File: src/hdl/tnd_pkg.sv
`timescale 1ns / 1ps
// ----------------------------------------------------------------------------
// tnd_pkg
// Shared types and codes for the two-level name directory: request opcodes,
// result status codes and the control bundles between sequencer and tables.
// ----------------------------------------------------------------------------
package tnd_pkg;

  // Fixed field widths of the stream payload.
  localparam int unsigned KEY_W     = 64;
  localparam int unsigned OP_W      = 2;
  localparam int unsigned STATUS_W  = 4;
  localparam int unsigned OUT_IDX_W = 4;

  // Request opcodes.
  typedef enum logic [OP_W-1:0] {
    OP_MKDIR  = 2'd0,
    OP_MKFILE = 2'd1,
    OP_RMFILE = 2'd2,
    OP_FIND   = 2'd3
  } op_e;

  // Result status codes.
  typedef enum logic [STATUS_W-1:0] {
    ST_DIR_CREATED    = 4'd0,
    ST_DIR_EXISTS     = 4'd1,
    ST_DIR_TABLE_FULL = 4'd2,
    ST_FILE_CREATED   = 4'd3,
    ST_FILE_EXISTS    = 4'd4,
    ST_DIR_FULL       = 4'd5,
    ST_DELETED        = 4'd6,
    ST_FOUND          = 4'd7,
    ST_FILE_MISSING   = 4'd8,
    ST_DIR_MISSING    = 4'd9
  } status_e;

  // Sequencer commands to a name table.
  typedef struct packed {
    logic start;
    logic run;
    logic rd_en;
  } scan_ctl_t;

  // Scan outcome reported by a name table.
  typedef struct packed {
    logic hit;
    logic miss;
  } scan_res_t;

endpackage

File: src/hdl/tnd_table.sv
`timescale 1ns / 1ps
// ----------------------------------------------------------------------------
// tnd_table
// Name memory with a linear search engine. One read is issued per cycle while
// run is held and the registered read data is compared with the key in the next
// cycle. A direct read and an independent write port serve the read-modify-write
// steps of the sequencer.
// ----------------------------------------------------------------------------
module tnd_table
  import tnd_pkg::*;
#(
  parameter int unsigned DEPTH = 16,
  parameter int unsigned AW    = 4,
  parameter int unsigned IW    = 5,
  parameter int unsigned KW    = 64,
  parameter int unsigned DW    = 69
) (
  input  logic          clk_i,
  input  logic          rst_ni,
  input  scan_ctl_t     ctl_i,
  output scan_res_t     res_o,
  input  logic [KW-1:0] key_i,
  input  logic [IW-1:0] limit_i,
  input  logic [AW-1:0] base_i,
  input  logic [AW-1:0] rd_addr_i,
  input  logic          we_i,
  input  logic [AW-1:0] waddr_i,
  input  logic [DW-1:0] wdata_i,
  output logic [IW-1:0] idx_o,
  output logic [DW-1:0] rdata_o
);

  logic [DW-1:0] mem_q [DEPTH];
  logic [DW-1:0] rdata_q;
  logic [IW-1:0] idx_q;
  logic [IW-1:0] cmp_idx_q;
  logic          cmp_v_q;
  logic          hit;
  logic          issue;
  logic [AW-1:0] raddr;

  // Compare the entry read last cycle; issue the next read while entries remain.
  assign hit   = ctl_i.run && cmp_v_q && (rdata_q[KW-1:0] == key_i);
  assign issue = ctl_i.run && !hit && (idx_q != limit_i);
  assign raddr = issue ? (base_i + AW'(idx_q)) : rd_addr_i;

  assign res_o.hit  = hit;
  assign res_o.miss = ctl_i.run && !hit && (idx_q == limit_i);
  assign idx_o      = cmp_idx_q;
  assign rdata_o    = rdata_q;

  // Memory with one write and one registered read per cycle.
  always_ff @(posedge clk_i) begin
    if (we_i) begin
      mem_q[waddr_i] <= wdata_i;
    end
    if (issue || ctl_i.rd_en) begin
      rdata_q <= mem_q[raddr];
    end
    if (issue) begin
      cmp_idx_q <= idx_q;
    end
  end

  // Search counter and compare-valid flag.
  always_ff @(posedge clk_i or negedge rst_ni) begin
    if (!rst_ni) begin
      idx_q   <= '0;
      cmp_v_q <= 1'b0;
    end else begin
      cmp_v_q <= issue;
      if (ctl_i.start) begin
        idx_q <= '0;
      end else if (issue) begin
        idx_q <= idx_q + IW'(1);
      end
    end
  end

  // A read is only issued for an entry below the limit.
  a_issue_in_range: assert property (@(posedge clk_i) disable iff (!rst_ni)
    issue |-> (idx_q < limit_i))
    else $error("tnd_table: read issued beyond the entry count");

  // A reported match lies below the limit.
  a_hit_in_range: assert property (@(posedge clk_i) disable iff (!rst_ni)
    hit |-> (cmp_idx_q < limit_i))
    else $error("tnd_table: match reported beyond the entry count");

  // Restart and stepping never coincide.
  a_start_not_run: assert property (@(posedge clk_i) disable iff (!rst_ni)
    !(ctl_i.start && ctl_i.run))
    else $error("tnd_table: search restarted while running");

endmodule

File: config.mk
export PLATFORM = sky130hd
export DESIGN_NAME = tnd_table
export DESIGN_NICKNAME = d
export VERILOG_FILES = /design/src/hdl/tnd_pkg.sv /design/src/hdl/tnd_table.sv
export SDC_FILE = /design/constraint.sdc
export NUM_CORES = 1
export LEC_CHECK = 0
export BUFFER_PORTS_ARGS = -buffer_cell sky130_fd_sc_hd__buf_4
export CAP_MARGIN = 20
export CORE_UTILIZATION = 30
export CTS_CLUSTER_SIZE = 25
export DETAILED_ROUTE_END_ITERATION = 10
export PLACE_DENSITY = 0.57
export SLEW_MARGIN = 25
export SYNTH_ARGS = -nofsm -noshare
export SYNTH_HDL_FRONTEND = slang
export SYNTH_SLANG_ARGS = --single-unit
File: constraint.sdc
create_clock -name clk_i -period 3.5 [get_ports clk_i]
set_input_delay 0.175 -clock clk_i [delete_from_list [all_inputs] [get_ports clk_i]]
set_output_delay 0.175 -clock clk_i [all_outputs]
set_load 0.005 [all_outputs]
==> results.py <==
metrics = {
    "run_status": {
        "status": "complete, but fails checks",
        "violations": "setup timing",
    },
    "final_layout": {
        "area_growth_pct": 32.8,
        "drive_gt1_frac": 0.299,
        "final_nets": 3372,
        "utilization": 0.403,
        "fill_cells": 13572,
        "stdcell_area_um2": 60500,
    },
    "place": {
        "gp_congestion": 0.814,
        "place_area_um2": 53100,
        "dp_hpwl_um": 83100,
        "io_buffer_count": 231,
    },
    "routing": {
        "drt_iter0_markers": 2652,
        "dr.pass1.iters": 5,
        "drt-total-wl_um": 142000,
        "via_per_inst": 5.01,
        "drcViolationCount": 0,
        "wl_per_cell_um": 26.6,
        "vias": 26654,
        "antenna_left": 0,
    },
    "timing": {
        "tightest_slew_ns": 0.992,
        "fin_crit_sh": 1.19,
        "rsz0062_at_grt": "yes",
        "final_max_slew_viol_count": 0,
        "slew_headroom": 0.337,
        "fin_crit_ns": 4.18,
        "fin_skew_ns": 0.0327,
        "setup-violations-final": 69,
        "timing.fmax_mhz": 239,
        "finalWorstSetupSlack_ns": -0.680,
        "finalHoldViolCount": 0,
    },
    "grt": {
        "grt_usage": 0.181,
        "grt_max_degree": 70,
        "use_met2": 0.278,
        "grt_pass1_vias": 26146,
        "antenna_found_initial": 17,
        "grt_first_pass_wirelength_um": 195000,
        "grt.busiest_layer": "met2",
        "use_met1": 0.252,
        "overflow": 0,
        "use_met3": 0.0562,
    },
    "clock_network": {
        "cts_tree": "done",
        "clkTransAtPathRegs_ns": 0.06,
        "clock-root-buffer": "clkbuf_16",
        "clock_path_buffers": 3,
        "clk_latency_ns": 0.74,
        "numClockSinks": 1184,
        "cts_max_level": 3,
        "cts_buffers": 115,
    },
    "job": {
        "cap_violations": 0,
    },
    "critical_path": {
        "r2r_start": "rdata_o[35]$_DFFE_PP_",
        "cp.required_ns": 3.95,
        "crit_fanout": 13,
        "path_class": "reg -> reg",
        "endpoint_kind": "register",
        "crit_start": "rdata_o[35]$_DFFE_PP_",
        "crit_arrival_ns": 4.63,
        "crit_path_start_kind": "register",
    },
    "synthesis": {
        "async_reset_ff_frac": 0.00507,
        "ys_seq_elements": 1184,
        "syn_nets": 2595,
        "ys_seq_area_frac": 0.780,
        "ys_top_cells_by_count": "edfxtp_1, mux2i_1, o22ai_1",
        "synth_top_area_share": 0.777,
        "synth_area_um2": 45500,
        "synth_edf_count": 1178,
        "syn_area_per_cell_um2": 18.7,
        "ys.flop_type": "edfxtp_1",
        "synth_top_area_cell": "edfxtp_1",
        "yosys_warnings": 0,
        "synth_top_cells_by_area": "edfxtp_1, mux2i_1, o22ai_1",
        "netlist_instances": 2434,
        "yosysMostFrequentCell": "edfxtp_1",
        "yosys.cell_types.count": 43,
    },
    "floorplanning": {
        "rows": 142,
        "io_pins": 232,
        "initial_core_util": 0.303,
        "die_area_um2": 153000,
        "die_h_um": 392,
        "die_w_um": 392,
        "design.core.area_um2": 150000,
    },
    "power_and_ir_drop": {
        "power_density_nw_per_um2": 569,
        "vdd_drop_max_uv": 477,
        "leakage_nw": 21.5,
    },
    "min_path": {
        "worstHoldPathType": "in -> reg",
        "hold_start": "ctl_i[0]",
    },
}
[state kept, by name (all words and copies together) (netlist names)]
signal	flops
cmp_v_q	1
mem_q	1104
idx_q	5
idx_o	5
rdata_o	69
[cell usage in the layout, fill, tap and decap left out, drive strengths merged, types with 2 or more instances in the layout]
| cell type | n |
|---|---|
| edfxtp | 1178 |
| buf | 700 |
| mux2i | 558 |
| o22ai | 276 |
| clkbuf | 157 |
| dlygate4sd3 | 75 |
| or4 | 71 |
| xor2 | 55 |
| clkinv | 37 |
| nor2b | 28 |
| nor2 | 25 |
| nor4 | 23 |
| inv | 12 |
| nand3 | 11 |
| nor3 | 11 |
| nand2 | 10 |
| bufinv | 9 |
| xnor2 | 8 |
| dfrtp | 6 |
| a2111oi | 6 |
| diode | 5 |
| nand4 | 5 |
| nor3b | 5 |
| clkinvlp | 5 |
| nand3b | 4 |
| ha | 4 |
| mux2 | 3 |
| a21o | 2 |
| a21oi | 2 |
| and3 | 2 |
| nand4b | 2 |
| nand2b | 2 |
[where the power goes]
group / internal (mW) / switching, mW / total [mW]
clock network: 6.79 / 5.30 / 12.1
registers: 16.2 / 0.373 / 16.5
logic: 2.94 / 2.84 / 5.78
[final timing paths]
kind                                    endpoint  slack, ns  cells past startpoint
max                         rdata_o[4]$_DFFE_PP_      -0.68                     13
min                        rdata_o[41]$_DFFE_PP_       0.13                      3
max reg2reg                 rdata_o[4]$_DFFE_PP_      -0.68                     13
min reg2reg                   idx_o[4]$_DFFE_PN_       0.53                      0
max in group asynchronous   idx_q[1]$_DFFE_PN0P_       2.79                      3
min in group asynchronous   idx_q[2]$_DFFE_PN0P_       0.47                      3
[per-layer routing]
layer	wire length, um	part of all wire
met5	122	0.00086
met4	3030	0.021
met3	13900	0.098
met2	63500	0.45
met1	61200	0.43
[cell families (layout without fill, tap and decap cells)]
| group | after synthesis | in the layout | share of synthesized area |
|---|---|---|---|
| buffers and inverters | 131 | 996 | 0.0145 |
| DFF | 1184 | 1184 | 0.780 |
| muxes | 561 | 561 | 0.124 |
| adders and majority gates | 5 | 5 | 0.00154 |
| and+or+nand+nor | 201 | 202 | 0.0276 |
| xor gates and xnor gates | 63 | 63 | 0.0121 |
| AOI/OAI and AO/OA | 289 | 289 | 0.0404 |
| other | 0 | 5 | 0 |
[critical path, cell delays in order, from the launching register on]
cell	delay, ns
edfxtp_1	0.53
nor2b_4	0.21
a2111oi_4	0.38
o2111ai_2	0.15
or4_4	0.62
o31a_1	0.30
o21ai_4	0.12
buf_12	0.16
buf_4	0.16
buf_12	0.18
buf_6	0.15
mux2i_1	0.23
o22ai_2	0.12
or4_4	0.54
[repair_timing]
action                                 in CTS  in global routing
setup endpoints to repair                 114                 70
resized for setup                         185                 94
endpoints found under the hold margin    1121                  0
hold buffers                               75                  0
setup buffers                             103                 26
pin swaps                                 101                 71
gates cloned                               23                  5
[stage by stage]
step	cells	setup WS [ns]	total power, mW	setup TNS [ns]	hold WS, ns
after global placement	4893	-1.23	21.4	-66.86	-0.00385
after CTS	5296	-0.580	34.4	-33.34	0.0856
after detailed placement	4893	-1.20	21.4	-65.44	-0.00283
final	5321	-0.680	34.4	-38.91	0.127
after global routing	5319	-0.713	35.4	-42.08	0.120
after floorplan	2434	-0.586	18.5	-146.45	-0.121
[layout make-up]
cell class              count  area [um2]  area share
flip-flops and latches   1184       35500       0.587
multi-input cells        1120       10300       0.171
repair buffers            781        8470       0.140
clock buffers             152        3060      0.0505
well taps                2016        2520      0.0417
clock inverters            54         562     0.00929
inverters                   9        33.8    0.000558
diodes                      5        12.5    0.000207
Note: power is estimated with default switching activity, not from simulation.
