**src/hdl/tnd_pkg.sv**
```systemverilog
`timescale 1ns / 1ps
// ----------------------------------------------------------------------------
// tnd_pkg
// Shared types and codes for the two-level name directory: request opcodes,
// result status codes and the control bundles between sequencer and tables.
// ----------------------------------------------------------------------------
package tnd_pkg;

  // Fixed field widths of the stream payload.
  localparam int unsigned KEY_W     = 64;
  localparam int unsigned OP_W      = 2;
  localparam int unsigned STATUS_W  = 4;
  localparam int unsigned OUT_IDX_W = 4;

  // Request opcodes.
  typedef enum logic [OP_W-1:0] {
    OP_MKDIR  = 2'd0,
    OP_MKFILE = 2'd1,
    OP_RMFILE = 2'd2,
    OP_FIND   = 2'd3
  } op_e;

  // Result status codes.
  typedef enum logic [STATUS_W-1:0] {
    ST_DIR_CREATED    = 4'd0,
    ST_DIR_EXISTS     = 4'd1,
    ST_DIR_TABLE_FULL = 4'd2,
    ST_FILE_CREATED   = 4'd3,
    ST_FILE_EXISTS    = 4'd4,
    ST_DIR_FULL       = 4'd5,
    ST_DELETED        = 4'd6,
    ST_FOUND          = 4'd7,
    ST_FILE_MISSING   = 4'd8,
    ST_DIR_MISSING    = 4'd9
  } status_e;

  // Sequencer commands to a name table.
  typedef struct packed {
    logic start;
    logic run;
    logic rd_en;
  } scan_ctl_t;

  // Scan outcome reported by a name table.
  typedef struct packed {
    logic hit;
    logic miss;
  } scan_res_t;

endpackage

```
**src/hdl/tnd_ctrl.sv**
```systemverilog
`timescale 1ns / 1ps
// ----------------------------------------------------------------------------
// tnd_ctrl
// Request sequencer. It searches the directory table, then, for file requests,
// the file list of the matched directory, decides the status, performs the
// writes and loads the output register.
// ----------------------------------------------------------------------------
module tnd_ctrl
  import tnd_pkg::*;
#(
  parameter int unsigned DIR_SLOTS  = 16,
  parameter int unsigned FILE_SLOTS = 16,
  parameter int unsigned NAME_BYTES = 8,
  localparam int unsigned NAME_W    = 8 * NAME_BYTES,
  localparam int unsigned DAW       = $clog2(DIR_SLOTS),
  localparam int unsigned DCW       = $clog2(DIR_SLOTS + 1),
  localparam int unsigned FAW       = $clog2(FILE_SLOTS),
  localparam int unsigned FCW       = $clog2(FILE_SLOTS + 1),
  localparam int unsigned MAW       = $clog2(DIR_SLOTS * FILE_SLOTS),
  localparam int unsigned DDW       = FCW + NAME_W
) (
  input  logic                 clk_i,
  input  logic                 rst_ni,
  // Request side
  input  logic                 req_valid_i,
  output logic                 req_ready_o,
  input  logic [OP_W-1:0]      req_op_i,
  input  logic [KEY_W-1:0]     req_dir_key_i,
  input  logic [KEY_W-1:0]     req_file_key_i,
  // Result side
  output logic                 rsp_valid_o,
  input  logic                 rsp_ready_i,
  output logic [STATUS_W-1:0]  rsp_status_o,
  output logic [OUT_IDX_W-1:0] rsp_dir_o,
  output logic [OUT_IDX_W-1:0] rsp_slot_o,
  // Directory table
  output scan_ctl_t            dir_ctl_o,
  input  scan_res_t            dir_res_i,
  input  logic [DCW-1:0]       dir_idx_i,
  input  logic [DDW-1:0]       dir_rdata_i,
  output logic [DCW-1:0]       dir_limit_o,
  output logic [NAME_W-1:0]    dir_key_o,
  output logic                 dir_we_o,
  output logic [DAW-1:0]       dir_waddr_o,
  output logic [DDW-1:0]       dir_wdata_o,
  // File table
  output scan_ctl_t            file_ctl_o,
  input  scan_res_t            file_res_i,
  input  logic [FCW-1:0]       file_idx_i,
  input  logic [NAME_W-1:0]    file_rdata_i,
  output logic [FCW-1:0]       file_limit_o,
  output logic [MAW-1:0]       file_base_o,
  output logic [MAW-1:0]       file_rd_addr_o,
  output logic [NAME_W-1:0]    file_key_o,
  output logic                 file_we_o,
  output logic [MAW-1:0]       file_waddr_o,
  output logic [NAME_W-1:0]    file_wdata_o
);

  typedef enum logic [5:0] {
    S_IDLE   = 6'b000001,
    S_DSCAN  = 6'b000010,
    S_FSCAN  = 6'b000100,
    S_DEL_RD = 6'b001000,
    S_DEL_WR = 6'b010000,
    S_RESP   = 6'b100000
  } state_e;

  state_e                state_q, state_d;
  op_e                   op_q, op_d;
  logic [NAME_W-1:0]     dkey_q, dkey_d;
  logic [NAME_W-1:0]     fkey_q, fkey_d;
  logic [DCW-1:0]        dirs_q, dirs_d;
  logic [DAW-1:0]        d_q, d_d;
  logic [FCW-1:0]        cnt_q, cnt_d;
  logic [MAW-1:0]        base_q, base_d;
  logic [FAW-1:0]        f_q, f_d;
  status_e               res_status_q, res_status_d;
  logic [OUT_IDX_W-1:0]  res_dir_q, res_dir_d;
  logic [OUT_IDX_W-1:0]  res_slot_q, res_slot_d;
  logic                  out_valid_q, out_valid_d;
  logic [STATUS_W-1:0]   out_status_q, out_status_d;
  logic [OUT_IDX_W-1:0]  out_dir_q, out_dir_d;
  logic [OUT_IDX_W-1:0]  out_slot_q, out_slot_d;
  logic                  accept;

  assign req_ready_o  = (state_q == S_IDLE);
  assign accept       = req_valid_i && req_ready_o;
  assign rsp_valid_o  = out_valid_q;
  assign rsp_status_o = out_status_q;
  assign rsp_dir_o    = out_dir_q;
  assign rsp_slot_o   = out_slot_q;

  assign dir_limit_o    = dirs_q;
  assign dir_key_o      = dkey_q;
  assign file_limit_o   = cnt_q;
  assign file_base_o    = base_q;
  assign file_key_o     = fkey_q;
  assign file_rd_addr_o = base_q + MAW'(cnt_q) - MAW'(1);

  // Sequencer: search, decide, write back, respond.
  always_comb begin
    state_d      = state_q;
    op_d         = op_q;
    dkey_d       = dkey_q;
    fkey_d       = fkey_q;
    dirs_d       = dirs_q;
    d_d          = d_q;
    cnt_d        = cnt_q;
    base_d       = base_q;
    f_d          = f_q;
    res_status_d = res_status_q;
    res_dir_d    = res_dir_q;
    res_slot_d   = res_slot_q;
    out_valid_d  = out_valid_q && !rsp_ready_i;
    out_status_d = out_status_q;
    out_dir_d    = out_dir_q;
    out_slot_d   = out_slot_q;
    dir_ctl_o    = '0;
    file_ctl_o   = '0;
    dir_we_o     = 1'b0;
    dir_waddr_o  = d_q;
    dir_wdata_o  = {cnt_q, dkey_q};
    file_we_o    = 1'b0;
    file_waddr_o = base_q + MAW'(cnt_q);
    file_wdata_o = fkey_q;

    case (state_q)
      S_IDLE: begin
        if (accept) begin
          op_d            = op_e'(req_op_i);
          dkey_d          = req_dir_key_i[NAME_W-1:0];
          fkey_d          = req_file_key_i[NAME_W-1:0];
          dir_ctl_o.start = 1'b1;
          state_d         = S_DSCAN;
        end
      end

      S_DSCAN: begin
        dir_ctl_o.run = 1'b1;
        if (dir_res_i.hit) begin
          d_d        = DAW'(dir_idx_i);
          cnt_d      = dir_rdata_i[DDW-1:NAME_W];
          base_d     = MAW'(dir_idx_i) * MAW'(FILE_SLOTS);
          res_dir_d  = OUT_IDX_W'(dir_idx_i);
          res_slot_d = '0;
          if (op_q == OP_MKDIR) begin
            res_status_d = ST_DIR_EXISTS;
            state_d      = S_RESP;
          end else begin
            file_ctl_o.start = 1'b1;
            state_d          = S_FSCAN;
          end
        end else if (dir_res_i.miss) begin
          res_dir_d  = '0;
          res_slot_d = '0;
          state_d    = S_RESP;
          if (op_q != OP_MKDIR) begin
            res_status_d = ST_DIR_MISSING;
          end else if (dirs_q == DCW'(DIR_SLOTS)) begin
            res_status_d = ST_DIR_TABLE_FULL;
          end else begin
            // New directory starts with no files.
            dir_we_o     = 1'b1;
            dir_waddr_o  = DAW'(dirs_q);
            dir_wdata_o  = {FCW'(0), dkey_q};
            dirs_d       = dirs_q + DCW'(1);
            res_status_d = ST_DIR_CREATED;
            res_dir_d    = OUT_IDX_W'(dirs_q);
          end
        end
      end

      S_FSCAN: begin
        file_ctl_o.run = 1'b1;
        if (file_res_i.hit) begin
          f_d        = FAW'(file_idx_i);
          res_slot_d = OUT_IDX_W'(file_idx_i);
          state_d    = S_RESP;
          case (op_q)
            OP_MKFILE: res_status_d = ST_FILE_EXISTS;
            OP_RMFILE: state_d      = S_DEL_RD;
            default:   res_status_d = ST_FOUND;
          endcase
        end else if (file_res_i.miss) begin
          state_d = S_RESP;
          if (op_q != OP_MKFILE) begin
            res_status_d = ST_FILE_MISSING;
          end else if (cnt_q == FCW'(FILE_SLOTS)) begin
            res_status_d = ST_DIR_FULL;
          end else begin
            // Append the file and bump the directory's count.
            file_we_o    = 1'b1;
            dir_we_o     = 1'b1;
            dir_wdata_o  = {cnt_q + FCW'(1), dkey_q};
            res_status_d = ST_FILE_CREATED;
            res_slot_d   = OUT_IDX_W'(cnt_q);
          end
        end
      end

      S_DEL_RD: begin
        // Fetch the last file of the directory.
        file_ctl_o.rd_en = 1'b1;
        state_d          = S_DEL_WR;
      end

      S_DEL_WR: begin
        // Move the last file into the freed slot and shrink the count.
        file_we_o    = 1'b1;
        file_waddr_o = base_q + MAW'(f_q);
        file_wdata_o = file_rdata_i;
        dir_we_o     = 1'b1;
        dir_wdata_o  = {cnt_q - FCW'(1), dkey_q};
        res_status_d = ST_DELETED;
        state_d      = S_RESP;
      end

      S_RESP: begin
        if (!out_valid_q || rsp_ready_i) begin
          out_valid_d  = 1'b1;
          out_status_d = res_status_q;
          out_dir_d    = res_dir_q;
          out_slot_d   = res_slot_q;
          state_d      = S_IDLE;
        end
      end

      default: begin
        state_d = S_IDLE;
      end
    endcase
  end

  // Control registers.
  always_ff @(posedge clk_i or negedge rst_ni) begin
    if (!rst_ni) begin
      state_q     <= S_IDLE;
      dirs_q      <= '0;
      out_valid_q <= 1'b0;
    end else begin
      state_q     <= state_d;
      dirs_q      <= dirs_d;
      out_valid_q <= out_valid_d;
    end
  end

  // Payload registers.
  always_ff @(posedge clk_i) begin
    op_q         <= op_d;
    dkey_q       <= dkey_d;
    fkey_q       <= fkey_d;
    d_q          <= d_d;
    cnt_q        <= cnt_d;
    base_q       <= base_d;
    f_q          <= f_d;
    res_status_q <= res_status_d;
    res_dir_q    <= res_dir_d;
    res_slot_q   <= res_slot_d;
    out_status_q <= out_status_d;
    out_dir_q    <= out_dir_d;
    out_slot_q   <= out_slot_d;
  end

  // The directory count never passes the table size.
  a_dirs_bound: assert property (@(posedge clk_i) disable iff (!rst_ni)
    dirs_q <= DCW'(DIR_SLOTS))
    else $error("tnd_ctrl: directory count overflow");

  // An accepted request always starts with the directory search.
  a_accept_search: assert property (@(posedge clk_i) disable iff (!rst_ni)
    accept |=> (state_q == S_DSCAN))
    else $error("tnd_ctrl: request not followed by a directory search");

  // A file is appended only into a directory with room.
  a_file_room: assert property (@(posedge clk_i) disable iff (!rst_ni)
    (file_we_o && (state_q == S_FSCAN)) |-> (cnt_q < FCW'(FILE_SLOTS)))
    else $error("tnd_ctrl: file written into a full directory");

  // A new result beat only appears after the response step.
  a_resp_source: assert property (@(posedge clk_i) disable iff (!rst_ni)
    $rose(out_valid_q) |-> $past(state_q == S_RESP))
    else $error("tnd_ctrl: result beat without a response step");

endmodule

```
**config.mk**
```make
export PLATFORM = sky130hd
export DESIGN_NAME = tnd_ctrl
export DESIGN_NICKNAME = d
export VERILOG_FILES = /design/src/hdl/tnd_pkg.sv /design/src/hdl/tnd_ctrl.sv
export SDC_FILE = /design/constraint.sdc
export NUM_CORES = 1
export LEC_CHECK = 0
export BUFFER_PORTS_ARGS = -buffer_cell sky130_fd_sc_hd__buf_2
export CELL_PAD_IN_SITES_DETAIL_PLACEMENT = 0
export CELL_PAD_IN_SITES_GLOBAL_PLACEMENT = 1
export CORE_AREA = 2 2 231 233
export DETAILED_ROUTE_END_ITERATION = 12
export DIE_AREA = 0 0 233 235
export PLACE_DENSITY_LB_ADDON = 0.1
export SLEW_MARGIN = 20
export SYNTH_ARGS = -nofsm -noshare
export SYNTH_HDL_FRONTEND = slang
export SYNTH_SLANG_ARGS = --single-unit
```
**constraint.sdc**
```tcl
create_clock -name clk_i -period 9.68 [get_ports clk_i]
set_input_delay 0.484 -clock clk_i [delete_from_list [all_inputs] [get_ports clk_i]]
set_output_delay 0.484 -clock clk_i [all_outputs]
set_load 0.05 [all_outputs]
```
==> run_results.csv <==
group,metric,value,unit
logic_synthesis,synth_area,0.00788,mm²
run_status,status,"complete, no violations",
setup_path,crit_slowest_cell,"and3b_4",
floorplanning,rows,84,
sta,worst_pin_slew,0.874,ns
setup_path,endpoint,"dir_wdata_o[68]",
setup_path,critPathBufInv,2,
logic_synthesis,yosys_warnings,0,
setup_path,r2r_slack,6.96,ns
global_routing,grt_use_total,0.135,
setup_path,crit_path_max_fanout,41,
min_path,hold_class,"in -> reg",
placed_design,dpl.hpwl,29200,µm
sta,finalClockSkew,0.0145,ns
sta,setup_tns,0,ns
logic_synthesis,synth_top_area_share,0.636,
clock_tree,cts_sinks,179,
power,peakVddDrop,0.286,mV
layout,syn_to_final_growth,44.5,%
sta,hold_viol,0,
sta,setup_viol,0,
setup_path,cp_slowest_stage_delay,0.70,ns
setup_path,reg2reg_depth,4,
logic_synthesis,syn_area_per_cell,12.2,µm²
floorplanning,io_pins,602,
sta,finalCritPeriodShare,0.403,
drt,route.detailed.drc,0,
logic_synthesis,ys_top_cells_by_count,"nand2_1 (219), edfxtp_1 (167), buf_4 (69)",
clock_tree,cts_tree,"done",
setup_path,r2r-end,"file_key_o[27]",
clock_tree,insertion_delay,0.50,ns
sta,slew_violations,0,
logic_synthesis,ys_types,59,
floorplanning,chipHeight,235,µm
layout,final_cells,1813,
logic_synthesis,synth_cells,646,
drt,ant_nets,0,
power,p_leak,5.16,nW
floorplanning,fp.dieArea,0.0548,mm²
power,power.internal,1.73,mW
floorplanning,core_area,0.0522,mm²
placed_design,port_buffers,530,
placed_design,dp_slack,6.24,ns
global_routing,first_global_vias,6644,
global_routing,grt_pass1_wl,50800,µm
setup_path,crit_family,"simple AND/OR/NAND/NOR gates",
flow_run,drv_cap,0,
logic_synthesis,yosysSeqAreaShare,0.674,
global_routing,grt-ovfl-total,0,
setup_path,cp.arrival,3.41,ns
setup_path,end_kind,"output pin",
clock_tree,htreeDepth,4,
logic_synthesis,yosysMostFrequentCell,"nand2_1",
clock_tree,clockBufferDepth,2,
placed_design,gp_congestion,0.751,
logic_synthesis,synth_top_flop_cell,"edfxtp_1",
clock_tree,cts_buffers,17,
setup_path,regToRegStartpoint,"state_q[2]",
layout,drive_gt1_frac,0.524,
power,power_switching_share,0.524,
logic_synthesis,yosys.area.top_type,"edfxtp_1",
placed_design,dp.cells,1779,
drt,routedWlPerCell,20.4,µm
power,seqPwrFrac,0.333,
drt,vias,6548,
drt,drt_first_pass_iters,4,
floorplanning,start_util,0.151,
drt,viasPerCell,3.61,
layout,multi_input_area,0.00190,mm²
sta,maxSlewHeadroom,0.413,
layout,seq_area,0.00532,mm²
power,p_switching,1.90,mW
logic_synthesis,synth_seq_cells,179,
setup_path,path_cells,"nor4_1, and3b_4, buf_4, nand3_1, o221ai_1, buf_2",
setup_path,critPathLaunch,"state_q[1]",
sta,rsz0062_at_grt,"no",
clock_tree,cts-root-buf,"clkbuf_16",
power,p_clk_frac,0.197,
logic_synthesis,async_flop_share,0.0670,
global_routing,grt_max_degree,56,
layout,fin_nets,1400,
power,cellPowerDensity,319,mW/mm²
floorplanning,die_w,233,µm
sta,max_freq,257,MHz
clock_tree,clk_pin_slew,0.08,ns
drt,drtIter0Drc,253,
logic_synthesis,synthTopCellsByArea,"edfxtp_1 (64%), nand2_1 (10%), buf_4 (6.6%), dfrtp_1 (3.5%), ha_1 (1.3%)",
setup_path,cp.depth,6,
power,combinationalPowerShare,0.470,
sta,finalWorstSetupSlack,5.78,ns
setup_path,critPathKind,"reg -> out",
sta,period_needed,3.90,ns
setup_path,critPathRequiredTime,9.20,ns
global_routing,antenna_found_initial,15,
drt,wl,37000,µm
layout,n_fill_cell,5708,
setup_path,start_kind,"flip-flop",
logic_synthesis,synth-edff-count,167,
-- sequential cells by signal, summed over array words and instances, names as in the netlist, 5 cells and up --
signal / flops
file_limit_o: 5
file_key_o: 64
dir_limit_o: 5
state_q: 6
dir_key_o: 64
-- area by class of cell --
cell class | instances | share of cell area
Tap cell | 688 | 0.0755
Multi-Input combinational cell | 367 | 0.166
Timing Repair Buffer | 537 | 0.238
Sequential cell | 179 | 0.467
Antenna cell | 1 | 0.000220
Clock inverter | 15 | 0.0131
Inverter | 9 | 0.00340
Clock buffer | 17 | 0.0373
-- stage by stage --
stage / power (mW) / instance area (µm²) / util / hold WS (ns)
6_report: 3.63 / 11400 / 0.218 / 0.156
2_1_floorplan: 2.56 / 7900 / - / 0.188
4_1_cts: 3.70 / 11400 / 0.218 / 0.104
5_1_grt: 3.79 / 11400 / 0.218 / 0.113
3_3_place_gp: 2.98 / 10800 / 0.207 / 0.400
3_5_place_dp: 2.95 / 10800 / 0.207 / 0.397
-- worst min-delay path by stage --
| stage | start | end | slack (ns) | cells after the start |
|---|---|---|---|---|
| after floorplan | rst_ni | dir_limit_o[0] | 0.19 | 0 |
| after global placement | rst_ni | dir_limit_o[2] | 0.40 | 1 |
| after detailed placement | rst_ni | dir_limit_o[2] | 0.40 | 1 |
| after CTS | req_dir_key_i[48] | dir_key_o[48] | 0.10 | 1 |
| after global routing | req_dir_key_i[48] | dir_key_o[48] | 0.11 | 1 |
| final | req_dir_key_i[34] | dir_key_o[34] | 0.16 | 1 |
-- kinds of logic (layout without fill, tap and decap cells) --
family	after synthesis	in the layout	synth area share
adders and majority gates	8	8	0.0127
AOI/OAI and AO/OA	45	45	0.0446
muxes	4	4	0.00508
other	1	6	0.000476
xor gates and xnor gates	15	15	0.0167
and+or+nand+nor	290	290	0.158
buffers and inverters	104	578	0.0879
DFF	179	179	0.674
-- power by group through the flow --
stage,Clock [mW],Sequential (mW),Combinational (mW)
2_1_floorplan,0,1.71,0.855
5_1_grt,0.778,1.23,1.78
3_5_place_dp,0,1.22,1.73
4_1_cts,0.750,1.21,1.73
3_3_place_gp,0,1.23,1.75
6_report,0.716,1.21,1.71
-- layer usage --
metal,vias up,routed length (µm),global-route usage
li1,3090,-,-
met3,59,2520,0.0443
met1,3104,13500,0.140
met2,293,19900,0.248
met5,-,13,0
met4,2,1100,0.0554
-- worst reg2reg max path: cells and delay by family, from the launching register on --
| kind | cells | cell delay [ns] |
|---|---|---|
| buffers and inverters | 1 | 0.70 |
| flip-flops | 1 | 0.45 |
| AND/OR/NAND/NOR | 3 | 1.14 |
-- placed cells by master (no fill, tap or decap), drive strengths merged, types with 3 or more instances in the layout --
cell type	Yosys	layout
buf	79	536
nand2	219	219
edfxtp	167	167
nor2	19	19
clkbuf	16	17
o21ai	14	14
inv	8	13
dfrtp	11	11
xnor2	10	10
clkinv	1	10
a21oi	9	9
ha	8	8
nor3	7	7
nand3	7	7
a22o	6	6
xor2	5	5
conb	1	5
nand4	4	4
mux2i	4	4
or2	4	4
nor4	3	3
nand3b	3	3
nor3b	3	3
nor2b	3	3
and3	3	3
and2	3	3
o221ai	3	3
and3b	3	3
-- timing repair --
action | 4_1_cts | 5_1_grt
gates resized for setup | 0 | 0
hold endpoints to repair | 11 | 0
hold buffers | 1 | 0
endpoints found under the setup margin | 0 | 0
setup buffers | 0 | 0
Note: power is estimated with default switching activity, not from simulation.
